$ cat config.mk
export PLATFORM = sky130hd
export DESIGN_NAME = integer_to_ascii_formatter
export DESIGN_NICKNAME = d
export VERILOG_FILES = /design/src/hw/rtl/ita_pkg.sv /design/src/hw/rtl/ita_divider.sv /design/src/hw/rtl/ita_digit_stack.sv /design/src/hw/rtl/ita_field_emit.sv /design/src/hw/rtl/integer_to_ascii_formatter.sv
export SDC_FILE = /design/constraint.sdc
export NUM_CORES = 1
export LEC_CHECK = 0
export CAP_MARGIN = 20
export CELL_PAD_IN_SITES_DETAIL_PLACEMENT = 1
export CELL_PAD_IN_SITES_GLOBAL_PLACEMENT = 2
export CORE_MARGIN = 2
export CORE_UTILIZATION = 47
export CTS_CLUSTER_SIZE = 25
export DETAILED_ROUTE_END_ITERATION = 10
export DONT_BUFFER_PORTS = 1
export HOLD_SLACK_MARGIN = 0.02
export PLACE_DENSITY = 0.95
export SYNTH_ARGS = -nofsm -noshare
export SYNTH_HDL_FRONTEND = slang
export SYNTH_SLANG_ARGS = --single-unit
export TNS_END_PERCENT = 1
$ cat constraint.sdc
create_clock -name clk -period 27.5 [get_ports clk]
set_clock_uncertainty 0.1 [all_clocks]
set_input_delay 4.125 -clock clk [delete_from_list [all_inputs] [get_ports clk]]
set_output_delay 4.125 -clock clk [all_outputs]
set_load 0.02 [all_outputs]
$ cat src/hw/rtl/ita_pkg.sv
// Package for the integer to ASCII formatter: transaction structs, FSM states,
// character codes and the digit table. No dependencies.
`timescale 1ns / 1ps

package ita_pkg;

  localparam int NUMBER_BITS_DEF = 32;
  localparam int MAX_FIELD_DEF   = 64;
  localparam int PREC_CAP        = 60;
  localparam int NUM_W           = 32;
  localparam int DIGIT_W         = 4;
  localparam int DIV_STEP        = 4;
  localparam int CNT_W           = 8;

  localparam logic [4:0] BASE_MIN = 5'd2;
  localparam logic [4:0] BASE_MAX = 5'd16;
  localparam logic [4:0] BASE_OCT = 5'd8;
  localparam logic [4:0] BASE_HEX = 5'd16;

  localparam logic [1:0] PFX_NONE = 2'd0;
  localparam logic [1:0] PFX_OCT  = 2'd1;
  localparam logic [1:0] PFX_HEX  = 2'd2;

  localparam logic [7:0] CH_NUL   = 8'h00;
  localparam logic [7:0] CH_SPACE = 8'h20;
  localparam logic [7:0] CH_PLUS  = 8'h2B;
  localparam logic [7:0] CH_MINUS = 8'h2D;
  localparam logic [7:0] CH_ZERO  = 8'h30;
  localparam logic [7:0] CH_X     = 8'h58;
  localparam logic [7:0] CASE_BIT = 8'h20;

  localparam logic [7:0] DIGIT_CHARS [16] = '{
    8'h30, 8'h31, 8'h32, 8'h33, 8'h34, 8'h35, 8'h36, 8'h37,
    8'h38, 8'h39, 8'h41, 8'h42, 8'h43, 8'h44, 8'h45, 8'h46
  };

  typedef struct packed {
    logic [NUM_W-1:0] number;
    logic [4:0]       base;
    logic [6:0]       width;
    logic [5:0]       precision;
    logic             left_justify;
    logic             zero_pad;
    logic             signed_conv;
    logic             plus_sign;
    logic             space_sign;
    logic             alt_form;
    logic             lower_hex;
  } in_item_t;

  typedef struct packed {
    logic [7:0] character;
    logic       last;
    logic       error;
  } out_item_t;

  // Per-transaction layout request, top level to field emitter
  typedef struct packed {
    logic [6:0] width;
    logic [5:0] precision;
    logic       zero_pad;
    logic       left_justify;
    logic       lower_hex;
    logic       has_sign;
    logic [7:0] sign_char;
    logic [1:0] pfx_len;
  } ita_fmt_t;

  // Divider status towards the top level
  typedef struct packed {
    logic               busy;
    logic               digit_valid;
    logic [DIGIT_W-1:0] digit;
    logic               last;
  } ita_div_stat_t;

  typedef enum logic [2:0] {
    ST_IDLE,
    ST_DIV,
    ST_LAYOUT,
    ST_EMIT,
    ST_ERR
  } ita_state_t;

  function automatic logic [7:0] digit_char(input logic [DIGIT_W-1:0] d, input logic lc);
    digit_char = DIGIT_CHARS[d] | (lc ? CASE_BIT : 8'h00);
  endfunction

endpackage

$ cat src/hw/rtl/ita_divider.sv
// Digit-serial divider: value shift register divided by the base four quotient
// bits per cycle, one digit (remainder) per pass. Depends on ita_pkg.
`timescale 1ns / 1ps

module ita_divider import ita_pkg::*; #(
  parameter int NUMBER_BITS = NUMBER_BITS_DEF
) (
  input  logic                   clk,
  input  logic                   rst_n,
  input  logic                   load,
  input  logic [4:0]             base,
  input  logic [NUMBER_BITS-1:0] value,
  output ita_div_stat_t          stat
);

  localparam int VW     = ((NUMBER_BITS + DIV_STEP - 1) / DIV_STEP) * DIV_STEP;
  localparam int PASSES = VW / DIV_STEP;
  localparam int CW     = $clog2(PASSES);

  logic [VW-1:0]      quo_r;
  logic [DIGIT_W-1:0] rem_r;
  logic [4:0]         base_r;
  logic [CW-1:0]      cnt_r;
  logic               run_r;

  logic [DIGIT_W:0]    trial;
  logic [DIGIT_W-1:0]  rem_v;
  logic [DIV_STEP-1:0] qbits;
  logic [VW-1:0]       quo_shift;
  logic                pass_end;
  logic                quo_zero;

  always_comb begin
    rem_v = rem_r;
    qbits = '0;
    trial = '0;
    for (int k = 0; k < DIV_STEP; k++) begin
      trial = {rem_v, quo_r[VW-1-k]};
      if (trial >= base_r) begin
        qbits[DIV_STEP-1-k] = 1'b1;
        rem_v = DIGIT_W'(trial - base_r);
      end else begin
        rem_v = trial[DIGIT_W-1:0];
      end
    end
    quo_shift = {quo_r[VW-DIV_STEP-1:0], qbits};
  end

  assign pass_end = run_r && (cnt_r == CW'(PASSES - 1));
  assign quo_zero = (quo_shift == '0);

  always_ff @(posedge clk) begin
    if (!rst_n) begin
      run_r <= 1'b0;
      cnt_r <= '0;
    end else if (load) begin
      run_r <= 1'b1;
      cnt_r <= '0;
    end else if (run_r) begin
      if (pass_end) begin
        cnt_r <= '0;
        if (quo_zero) begin
          run_r <= 1'b0;
        end
      end else begin
        cnt_r <= cnt_r + 1'b1;
      end
    end
  end

  always_ff @(posedge clk) begin
    if (load) begin
      quo_r  <= VW'(value);
      rem_r  <= '0;
      base_r <= base;
    end else if (run_r) begin
      quo_r <= quo_shift;
      rem_r <= pass_end ? '0 : rem_v;
    end
  end

  assign stat.busy        = run_r;
  assign stat.digit_valid = pass_end;
  assign stat.digit       = rem_v;
  assign stat.last        = quo_zero;

endmodule

$ cat src/hw/rtl/ita_digit_stack.sv
// Digit stack: shift register that takes digits least significant first and
// hands them back most significant first. Depends on ita_pkg.
`timescale 1ns / 1ps

module ita_digit_stack import ita_pkg::*; #(
  parameter int DEPTH = NUMBER_BITS_DEF
) (
  input  logic               clk,
  input  logic               push,
  input  logic [DIGIT_W-1:0] push_digit,
  input  logic               pop,
  output logic [DIGIT_W-1:0] top_digit
);

  logic [DIGIT_W-1:0] stk_r [DEPTH];

  always_ff @(posedge clk) begin
    if (push) begin
      stk_r[0] <= push_digit;
      for (int k = 1; k < DEPTH; k++) begin
        stk_r[k] <= stk_r[k-1];
      end
    end else if (pop) begin
      for (int k = 0; k < DEPTH - 1; k++) begin
        stk_r[k] <= stk_r[k+1];
      end
    end
  end

  assign top_digit = stk_r[0];

endmodule

$ cat src/hw/rtl/ita_field_emit.sv
// Field emitter: works out segment boundaries of the field once, then picks
// one character per step from the running index. Depends on ita_pkg.
`timescale 1ns / 1ps

module ita_field_emit import ita_pkg::*; #(
  parameter int NUMBER_BITS = NUMBER_BITS_DEF,
  parameter int MAX_FIELD   = MAX_FIELD_DEF
) (
  input  logic                               clk,
  input  logic                               rst_n,
  input  logic                               load,
  input  ita_fmt_t                           fmt,
  input  logic [$clog2(NUMBER_BITS+1)-1:0]   nd,
  input  logic                               advance,
  input  logic [DIGIT_W-1:0]                 top_digit,
  output logic [7:0]                         character,
  output logic                               last,
  output logic                               pop
);

  localparam int IDX_W = $clog2(MAX_FIELD);

  logic [CNT_W-1:0] b_lead_r, b_sign_r, b_pfx_r, b_prec_r, b_dig_r;
  logic [IDX_W-1:0] last_idx_r;
  logic [IDX_W-1:0] idx_r;
  logic [7:0]       sign_r;
  logic             lc_r;

  logic [CNT_W-1:0] w_c, p_c, nd_c, precd, used, padn;
  logic [CNT_W-1:0] lead, zp, trail;
  logic [CNT_W-1:0] b_lead_nxt, b_sign_nxt, b_pfx_nxt, b_prec_nxt, b_dig_nxt, total;
  logic [IDX_W-1:0] last_idx_nxt;
  logic             zp_eff;
  logic [CNT_W-1:0] idx_c;
  logic             in_dig;

  always_comb begin
    w_c    = (CNT_W'(fmt.width) > CNT_W'(MAX_FIELD)) ? CNT_W'(MAX_FIELD) : CNT_W'(fmt.width);
    p_c    = (CNT_W'(fmt.precision) > CNT_W'(PREC_CAP)) ? CNT_W'(PREC_CAP)
                                                          : CNT_W'(fmt.precision);
    nd_c   = CNT_W'(nd);
    precd  = (nd_c > p_c) ? nd_c : p_c;
    used   = CNT_W'(fmt.has_sign) + CNT_W'(fmt.pfx_len) + precd;
    padn   = (w_c > used) ? (w_c - used) : '0;
    zp_eff = fmt.zero_pad && !fmt.left_justify;
    lead   = (!zp_eff && !fmt.left_justify) ? padn : '0;
    zp     = zp_eff ? padn : '0;
    trail  = fmt.left_justify ? padn : '0;

    b_lead_nxt = lead;
    b_sign_nxt = lead + CNT_W'(fmt.has_sign);
    b_pfx_nxt  = b_sign_nxt + CNT_W'(fmt.pfx_len);
    b_prec_nxt = b_pfx_nxt + zp + (precd - nd_c);
    b_dig_nxt  = b_prec_nxt + nd_c;
    total      = b_dig_nxt + trail;
    last_idx_nxt = (total > CNT_W'(MAX_FIELD)) ? IDX_W'(MAX_FIELD - 1)
                                               : IDX_W'(total - CNT_W'(1));
  end

  always_ff @(posedge clk) begin
    if (load) begin
      b_lead_r   <= b_lead_nxt;
      b_sign_r   <= b_sign_nxt;
      b_pfx_r    <= b_pfx_nxt;
      b_prec_r   <= b_prec_nxt;
      b_dig_r    <= b_dig_nxt;
      last_idx_r <= last_idx_nxt;
      sign_r     <= fmt.sign_char;
      lc_r       <= fmt.lower_hex;
    end
  end

  always_ff @(posedge clk) begin
    if (!rst_n) begin
      idx_r <= '0;
    end else if (load) begin
      idx_r <= '0;
    end else if (advance) begin
      idx_r <= idx_r + 1'b1;
    end
  end

  always_comb begin
    idx_c  = CNT_W'(idx_r);
    in_dig = 1'b0;
    priority if (idx_c < b_lead_r) begin
      character = CH_SPACE;
    end else if (idx_c < b_sign_r) begin
      character = sign_r;
    end else if (idx_c < b_pfx_r) begin
      character = (idx_c == b_sign_r) ? CH_ZERO : (CH_X | (lc_r ? CASE_BIT : 8'h00));
    end else if (idx_c < b_prec_r) begin
      character = CH_ZERO;
    end else if (idx_c < b_dig_r) begin
      character = digit_char(top_digit, lc_r);
      in_dig    = 1'b1;
    end else begin
      character = CH_SPACE;
    end
  end

  assign last = (idx_r == last_idx_r);
  assign pop  = advance && in_dig;

endmodule

$ cat src/hw/rtl/integer_to_ascii_formatter.sv
// Flow: the divider produces one digit per pass over the value, then the field is laid
// out and the output register is loaded with the first character.
// Throughput: one character per cycle once emitting, unless out_ready stalls the output;
// the next transaction is taken only after the last character is in the output register.
// Reset: synchronous, active low; clears the FSM, divider control and output valid.
// Depends on ita_pkg, ita_divider, ita_digit_stack, ita_field_emit.
`timescale 1ns / 1ps

module integer_to_ascii_formatter import ita_pkg::*; #(
  parameter int NUMBER_BITS = NUMBER_BITS_DEF,
  parameter int MAX_FIELD   = MAX_FIELD_DEF
) (
  input  logic      clk,
  input  logic      rst_n,
  input  logic      in_valid,
  output logic      in_ready,
  input  in_item_t  in_data,
  output logic      out_valid,
  input  logic      out_ready,
  output out_item_t out_data
);

  localparam int ND_W  = $clog2(NUMBER_BITS + 1);
  localparam int EXT_W = (NUMBER_BITS > NUM_W) ? NUMBER_BITS : NUM_W;

  ita_state_t    state_r, state_nxt;
  ita_fmt_t      fmt_r, fmt_nxt;
  ita_div_stat_t div_stat;
  out_item_t     out_data_r, out_item_nxt;
  logic          out_valid_r;
  logic [ND_W-1:0] nd_r;

  logic                   in_acc;
  logic [EXT_W-1:0]       num_ext;
  logic [NUMBER_BITS-1:0] num_v, abs_v;
  logic                   neg, base_ok;
  logic                   div_load, lay_load, advance, out_load;
  logic [DIGIT_W-1:0]     top_digit;
  logic [7:0]             emit_char;
  logic                   emit_last, pop;

  assign in_acc  = in_valid && in_ready;
  assign num_ext = EXT_W'(in_data.number);
  assign num_v   = num_ext[NUMBER_BITS-1:0];
  assign neg     = in_data.signed_conv && num_v[NUMBER_BITS-1];
  assign abs_v   = neg ? ((~num_v) + NUMBER_BITS'(1)) : num_v;
  assign base_ok = (in_data.base >= BASE_MIN) && (in_data.base <= BASE_MAX);

  always_comb begin
    fmt_nxt.width        = in_data.width;
    fmt_nxt.precision    = in_data.precision;
    fmt_nxt.zero_pad     = in_data.zero_pad;
    fmt_nxt.left_justify = in_data.left_justify;
    fmt_nxt.lower_hex    = in_data.lower_hex;
    fmt_nxt.has_sign     = 1'b0;
    fmt_nxt.sign_char    = CH_NUL;
    fmt_nxt.pfx_len      = PFX_NONE;
    if (in_data.signed_conv) begin
      priority if (neg) begin
        fmt_nxt.has_sign  = 1'b1;
        fmt_nxt.sign_char = CH_MINUS;
      end else if (in_data.plus_sign) begin
        fmt_nxt.has_sign  = 1'b1;
        fmt_nxt.sign_char = CH_PLUS;
      end else if (in_data.space_sign) begin
        fmt_nxt.has_sign  = 1'b1;
        fmt_nxt.sign_char = CH_SPACE;
      end
    end
    if (in_data.alt_form) begin
      priority if (in_data.base == BASE_HEX) begin
        fmt_nxt.pfx_len = PFX_HEX;
      end else if (in_data.base == BASE_OCT) begin
        fmt_nxt.pfx_len = PFX_OCT;
      end
    end
  end

  ita_divider #(
    .NUMBER_BITS(NUMBER_BITS)
  ) u_div (
    .clk   (clk),
    .rst_n (rst_n),
    .load  (div_load),
    .base  (in_data.base),
    .value (abs_v),
    .stat  (div_stat)
  );

  ita_digit_stack #(
    .DEPTH(NUMBER_BITS)
  ) u_stack (
    .clk        (clk),
    .push       (div_stat.digit_valid),
    .push_digit (div_stat.digit),
    .pop        (pop),
    .top_digit  (top_digit)
  );

  ita_field_emit #(
    .NUMBER_BITS(NUMBER_BITS),
    .MAX_FIELD  (MAX_FIELD)
  ) u_emit (
    .clk       (clk),
    .rst_n     (rst_n),
    .load      (lay_load),
    .fmt       (fmt_r),
    .nd        (nd_r),
    .advance   (advance),
    .top_digit (top_digit),
    .character (emit_char),
    .last      (emit_last),
    .pop       (pop)
  );

  always_ff @(posedge clk) begin
    if (!rst_n) begin
      state_r <= ST_IDLE;
    end else begin
      state_r <= state_nxt;
    end
  end

  always_comb begin
    state_nxt    = state_r;
    div_load     = 1'b0;
    lay_load     = 1'b0;
    advance      = 1'b0;
    out_load     = 1'b0;
    out_item_nxt = '{character: emit_char, last: emit_last, error: 1'b0};
    unique case (state_r)
      ST_IDLE: begin
        if (in_acc) begin
          if (base_ok) begin
            div_load  = 1'b1;
            state_nxt = ST_DIV;
          end else begin
            state_nxt = ST_ERR;
          end
        end
      end
      ST_DIV: begin
        if (div_stat.digit_valid && div_stat.last) begin
          state_nxt = ST_LAYOUT;
        end
      end
      ST_LAYOUT: begin
        lay_load  = 1'b1;
        state_nxt = ST_EMIT;
      end
      ST_EMIT: begin
        if (!out_valid_r || out_ready) begin
          out_load = 1'b1;
          advance  = 1'b1;
          if (emit_last) begin
            state_nxt = ST_IDLE;
          end
        end
      end
      ST_ERR: begin
        if (!out_valid_r || out_ready) begin
          out_load     = 1'b1;
          out_item_nxt = '{character: CH_NUL, last: 1'b1, error: 1'b1};
          state_nxt    = ST_IDLE;
        end
      end
      default: state_nxt = ST_IDLE;
    endcase
  end

  always_ff @(posedge clk) begin
    if (in_acc) begin
      fmt_r <= fmt_nxt;
    end
  end

  always_ff @(posedge clk) begin
    if (!rst_n) begin
      nd_r <= '0;
    end else if (in_acc) begin
      nd_r <= '0;
    end else if (div_stat.digit_valid) begin
      nd_r <= nd_r + 1'b1;
    end
  end

  always_ff @(posedge clk) begin
    if (!rst_n) begin
      out_valid_r <= 1'b0;
    end else if (out_load) begin
      out_valid_r <= 1'b1;
    end else if (out_ready) begin
      out_valid_r <= 1'b0;
    end
  end

  always_ff @(posedge clk) begin
    if (out_load) begin
      out_data_r <= out_item_nxt;
    end
  end

  assign in_ready  = (state_r == ST_IDLE);
  assign out_valid = out_valid_r;
  assign out_data  = out_data_r;

  a_idle_div_quiet: assert property (@(posedge clk) disable iff (!rst_n)
    in_ready |-> !div_stat.busy)
    else $error("divider busy while taking a new transaction");

  a_digit_count: assert property (@(posedge clk) disable iff (!rst_n)
    nd_r <= ND_W'(NUMBER_BITS))
    else $error("digit count beyond stack depth");

  a_error_last: assert property (@(posedge clk) disable iff (!rst_n)
    (out_valid_r && out_data_r.error) |-> out_data_r.last)
    else $error("error result not marked last");

  a_emit_loads: assert property (@(posedge clk) disable iff (!rst_n)
    (state_r == ST_EMIT && advance) |=> out_valid_r)
    else $error("emitted character not presented");

endmodule
==> qor.yml <==
status: "complete, no violations"
nets: 1593
slew_headroom_pct: 32.16
antenna_found_initial: 0
max_freq_ghz: 0.09552
yosysSeqAreaShare_pct: 50.72
drv_cap: 0
tightest_slew_ps: 1017
ys_warn_count: 0
grt_overflow: 0
crit_type: "reg -> reg"
final_cell_area_um2: 17040
min_to: "u_emit.sign_r[2]"
crit_path_end_kind: "register"
antenna_cells: 0
first_global_vias: 11315
syn2layout_area_growth_pct: 9.393
die_y_um: 186.0
stdcell_count: 1876
hold_depth: 0
r2r_start: "fmt_r[18]"
post-dp-hpwl_um: 27030
fp.dieW_um: 186.0
start_util_pct: 47.74
synth_area_um2: 15570
dpl-instance-area_um2: 16000
final-setup-viol-count: 0
rsz0062_at_grt: "no"
clkSlewWorstSetupHoldPaths_ps: 60
drcViolationCount: 0
ys_types: 75
synth_ff_type: "edfxtp_1"
firstDrtPassIters: 6
worstPathMaxFanout: 12
fin_crit_sh_pct: 38.07
synth_edf_count: 247
ys_ff_latch: 271
leakage_nw: 6.801
synth.avg_cell_area_um2: 11.04
drt-total-wl_um: 36990
grt_pass1_wl_um: 59800
avgViaCountPerCell: 5.510
r2r_slack_ps: 17030
die_area_um2: 34610
dp.cells: 1820
num_rows: 66
cts_root_buf: "clkbuf_16"
cts.repair.resized: 0
ios: 73
core_area_um2: 32620
cts_tree: "yes"
r2r-end: "u_emit.last_idx_r[3]"
cpPeakStageDelay_ps: 650
clkLatencyLatePin_ps: 580
syn_inst: 1410
cp.required_ps: 27710
synthesis.nets: 1593
portBuffers: 0
drv_slew: 0
r2r_cells: 47
startpoint_type: "register"
slowest_stage: "a41oi_1"
arrival_ps: 10680
hold_violations: 0
ys_async_sr_fraction_pct: 0
cts-htree-levels: 1
p_per_area_nw_per_um2: 83.71
cts_sinks: 271
fin_crit_ps: 10470
tns_ps: 0
cts_hold_buf: 0
ir_worst_vdd_mv: 0.05421
numCtsBuffers: 30
grt.total_usage_pct: 22.27
crit_top_cell: "ha_1"
max-clock-path-buffers: 3
drtAntennaViolNets: 0
drive_gt1_share_pct: 10.74
worstHoldStart: "fmt_r[4]"
drt_iter0_markers: 482
num_vias: 10336
post_drt_wl_per_cell_um: 19.72
hold_class: "reg -> reg"
post_cts_buffers: 0
place.gp.congestion: 0.8028
grt_max_degree: 73
[through the flow]
step	util (%)	power (mW)	hold slack, ps	setup slack (ps)
finish	52.22	1.426	325.4	17030
global route	52.22	1.513	337.5	16290
CTS	52.22	1.438	329.3	17070
detailed placement	49.05	1.011	315.6	17100
global placement	49.05	0.9867	305.8	17460
floorplan	-	0.8893	300.3	18060
[worst max-delay path: cells and delay by family, from the launching register on]
kind	cells	cell delay (ps)
AO/OA/AOI/OAI	14	2700
AND/OR/NAND/NOR	9	1150
buffers and inverters	6	550
XOR/XNOR	5	1040
adder cells (fa/ha/maj)	12	3800
flip-flops	1	420
multiplexers	1	450
[layer usage]
layer,part of all wire [%],GRT usage (%)
met1,43,27.07
met2,50,39.99
met3,3.4,3.111
met4,3.8,8.409
met5,0,0
[synthesized netlist by cell type, drive strengths merged (5+ instances only)]
master | number | share of area, %
buf | 17 | 0.76
o21bai | 6 | 0.29
nor3 | 18 | 0.58
nor2 | 99 | 2.4
o21ai | 45 | 1.4
a21o | 43 | 2.1
nand2b | 28 | 1.1
ha | 101 | 8.1
fa | 21 | 2.7
nor4 | 16 | 0.78
nand2 | 237 | 5.7
mux2i | 13 | 0.86
or4 | 5 | 0.24
xnor2 | 53 | 3.1
inv | 107 | 2.6
xor2 | 37 | 2.1
a21oi | 61 | 2.0
nor2b | 18 | 0.72
mux2 | 78 | 5.6
dfxtp | 24 | 3.1
edfxtp | 247 | 48
nand3 | 11 | 0.35
a31oi | 5 | 0.20
nand4 | 11 | 0.44
nor3b | 8 | 0.42
a211oi | 5 | 0.27
o21a | 11 | 0.53
clkbuf | 24 | 0.58
[layout by cell type (no fill, tap or decap), types with 18 or more instances in the layout]
master     instances
inv_1            106
ha_1             101
clkbuf_16         30
xnor2_1           51
nand2_1          235
o21ai_0           41
fa_1              21
nor2_1            99
a21oi_1           59
nand2b_1          28
nor3_1            18
edfxtp_1         247
xor2_1            37
mux2_2            75
nor2b_1           18
a21o_1            43
dfxtp_1           24
[state kept, by name (all words and copies together), names as in the netlist, 8 cells and up]
name / count
fmt_r: 22
out_data: 9
u_div.quo_r: 32
u_emit.b_dig_r: 8
u_emit.b_lead_r: 8
u_emit.b_pfx_r: 8
u_emit.b_prec_r: 8
u_emit.b_sign_r: 8
u_stack.stk_r: 128
[logic make-up (layout without fill, tap and decap cells)]
kind of cell	count (synthesis)	in the layout	synth area share [%]
AND/OR/NAND/NOR	478	478	14.03
adder cells (fa/ha/maj)	122	122	10.81
XOR/XNOR	91	91	5.311
other	1	1	0.02408
multiplexers	91	91	6.500
flip-flops	271	271	50.72
AO/OA/AOI/OAI	207	207	8.662
buffers and inverters	149	173	3.945
[worst max path at each step]
stage / from / endpoint / slack (ps)
5_1_grt: fmt_r[18] / u_emit.last_idx_r[3] / 16290
6_report: fmt_r[18] / u_emit.last_idx_r[3] / 17030
2_1_floorplan: fmt_r[18] / u_emit.last_idx_r[3] / 18060
3_5_place_dp: fmt_r[18] / u_emit.last_idx_r[3] / 17100
4_1_cts: fmt_r[18] / u_emit.last_idx_r[3] / 17070
3_3_place_gp: fmt_r[18] / u_emit.last_idx_r[3] / 17460
[power by group]
| group | total, mW | internal [mW] | switching (mW) | leakage (nW) |
|---|---|---|---|---|
| registers | 0.496 | 0.486 | 0.00982 | 2.45 |
| clock network | 0.419 | 0.249 | 0.171 | 0.496 |
| logic | 0.511 | 0.211 | 0.300 | 3.85 |
| total | 1.43 | 0.946 | 0.480 | 6.80 |
[layout make-up]
| cell class | instances | area [um^2] |
|---|---|---|
| Clock buffer | 35 | 769.5 |
| Clock inverter | 21 | 265.3 |
| Fill cell | 3440 | 15580 |
| Inverter | 108 | 405.4 |
| Multi-Input combinational cell | 990 | 7077 |
| Sequential cell | 271 | 7898 |
| Tap cell | 442 | 553.0 |
| Timing Repair Buffer | 9 | 67.56 |
(Power assumes the default switching activity.)
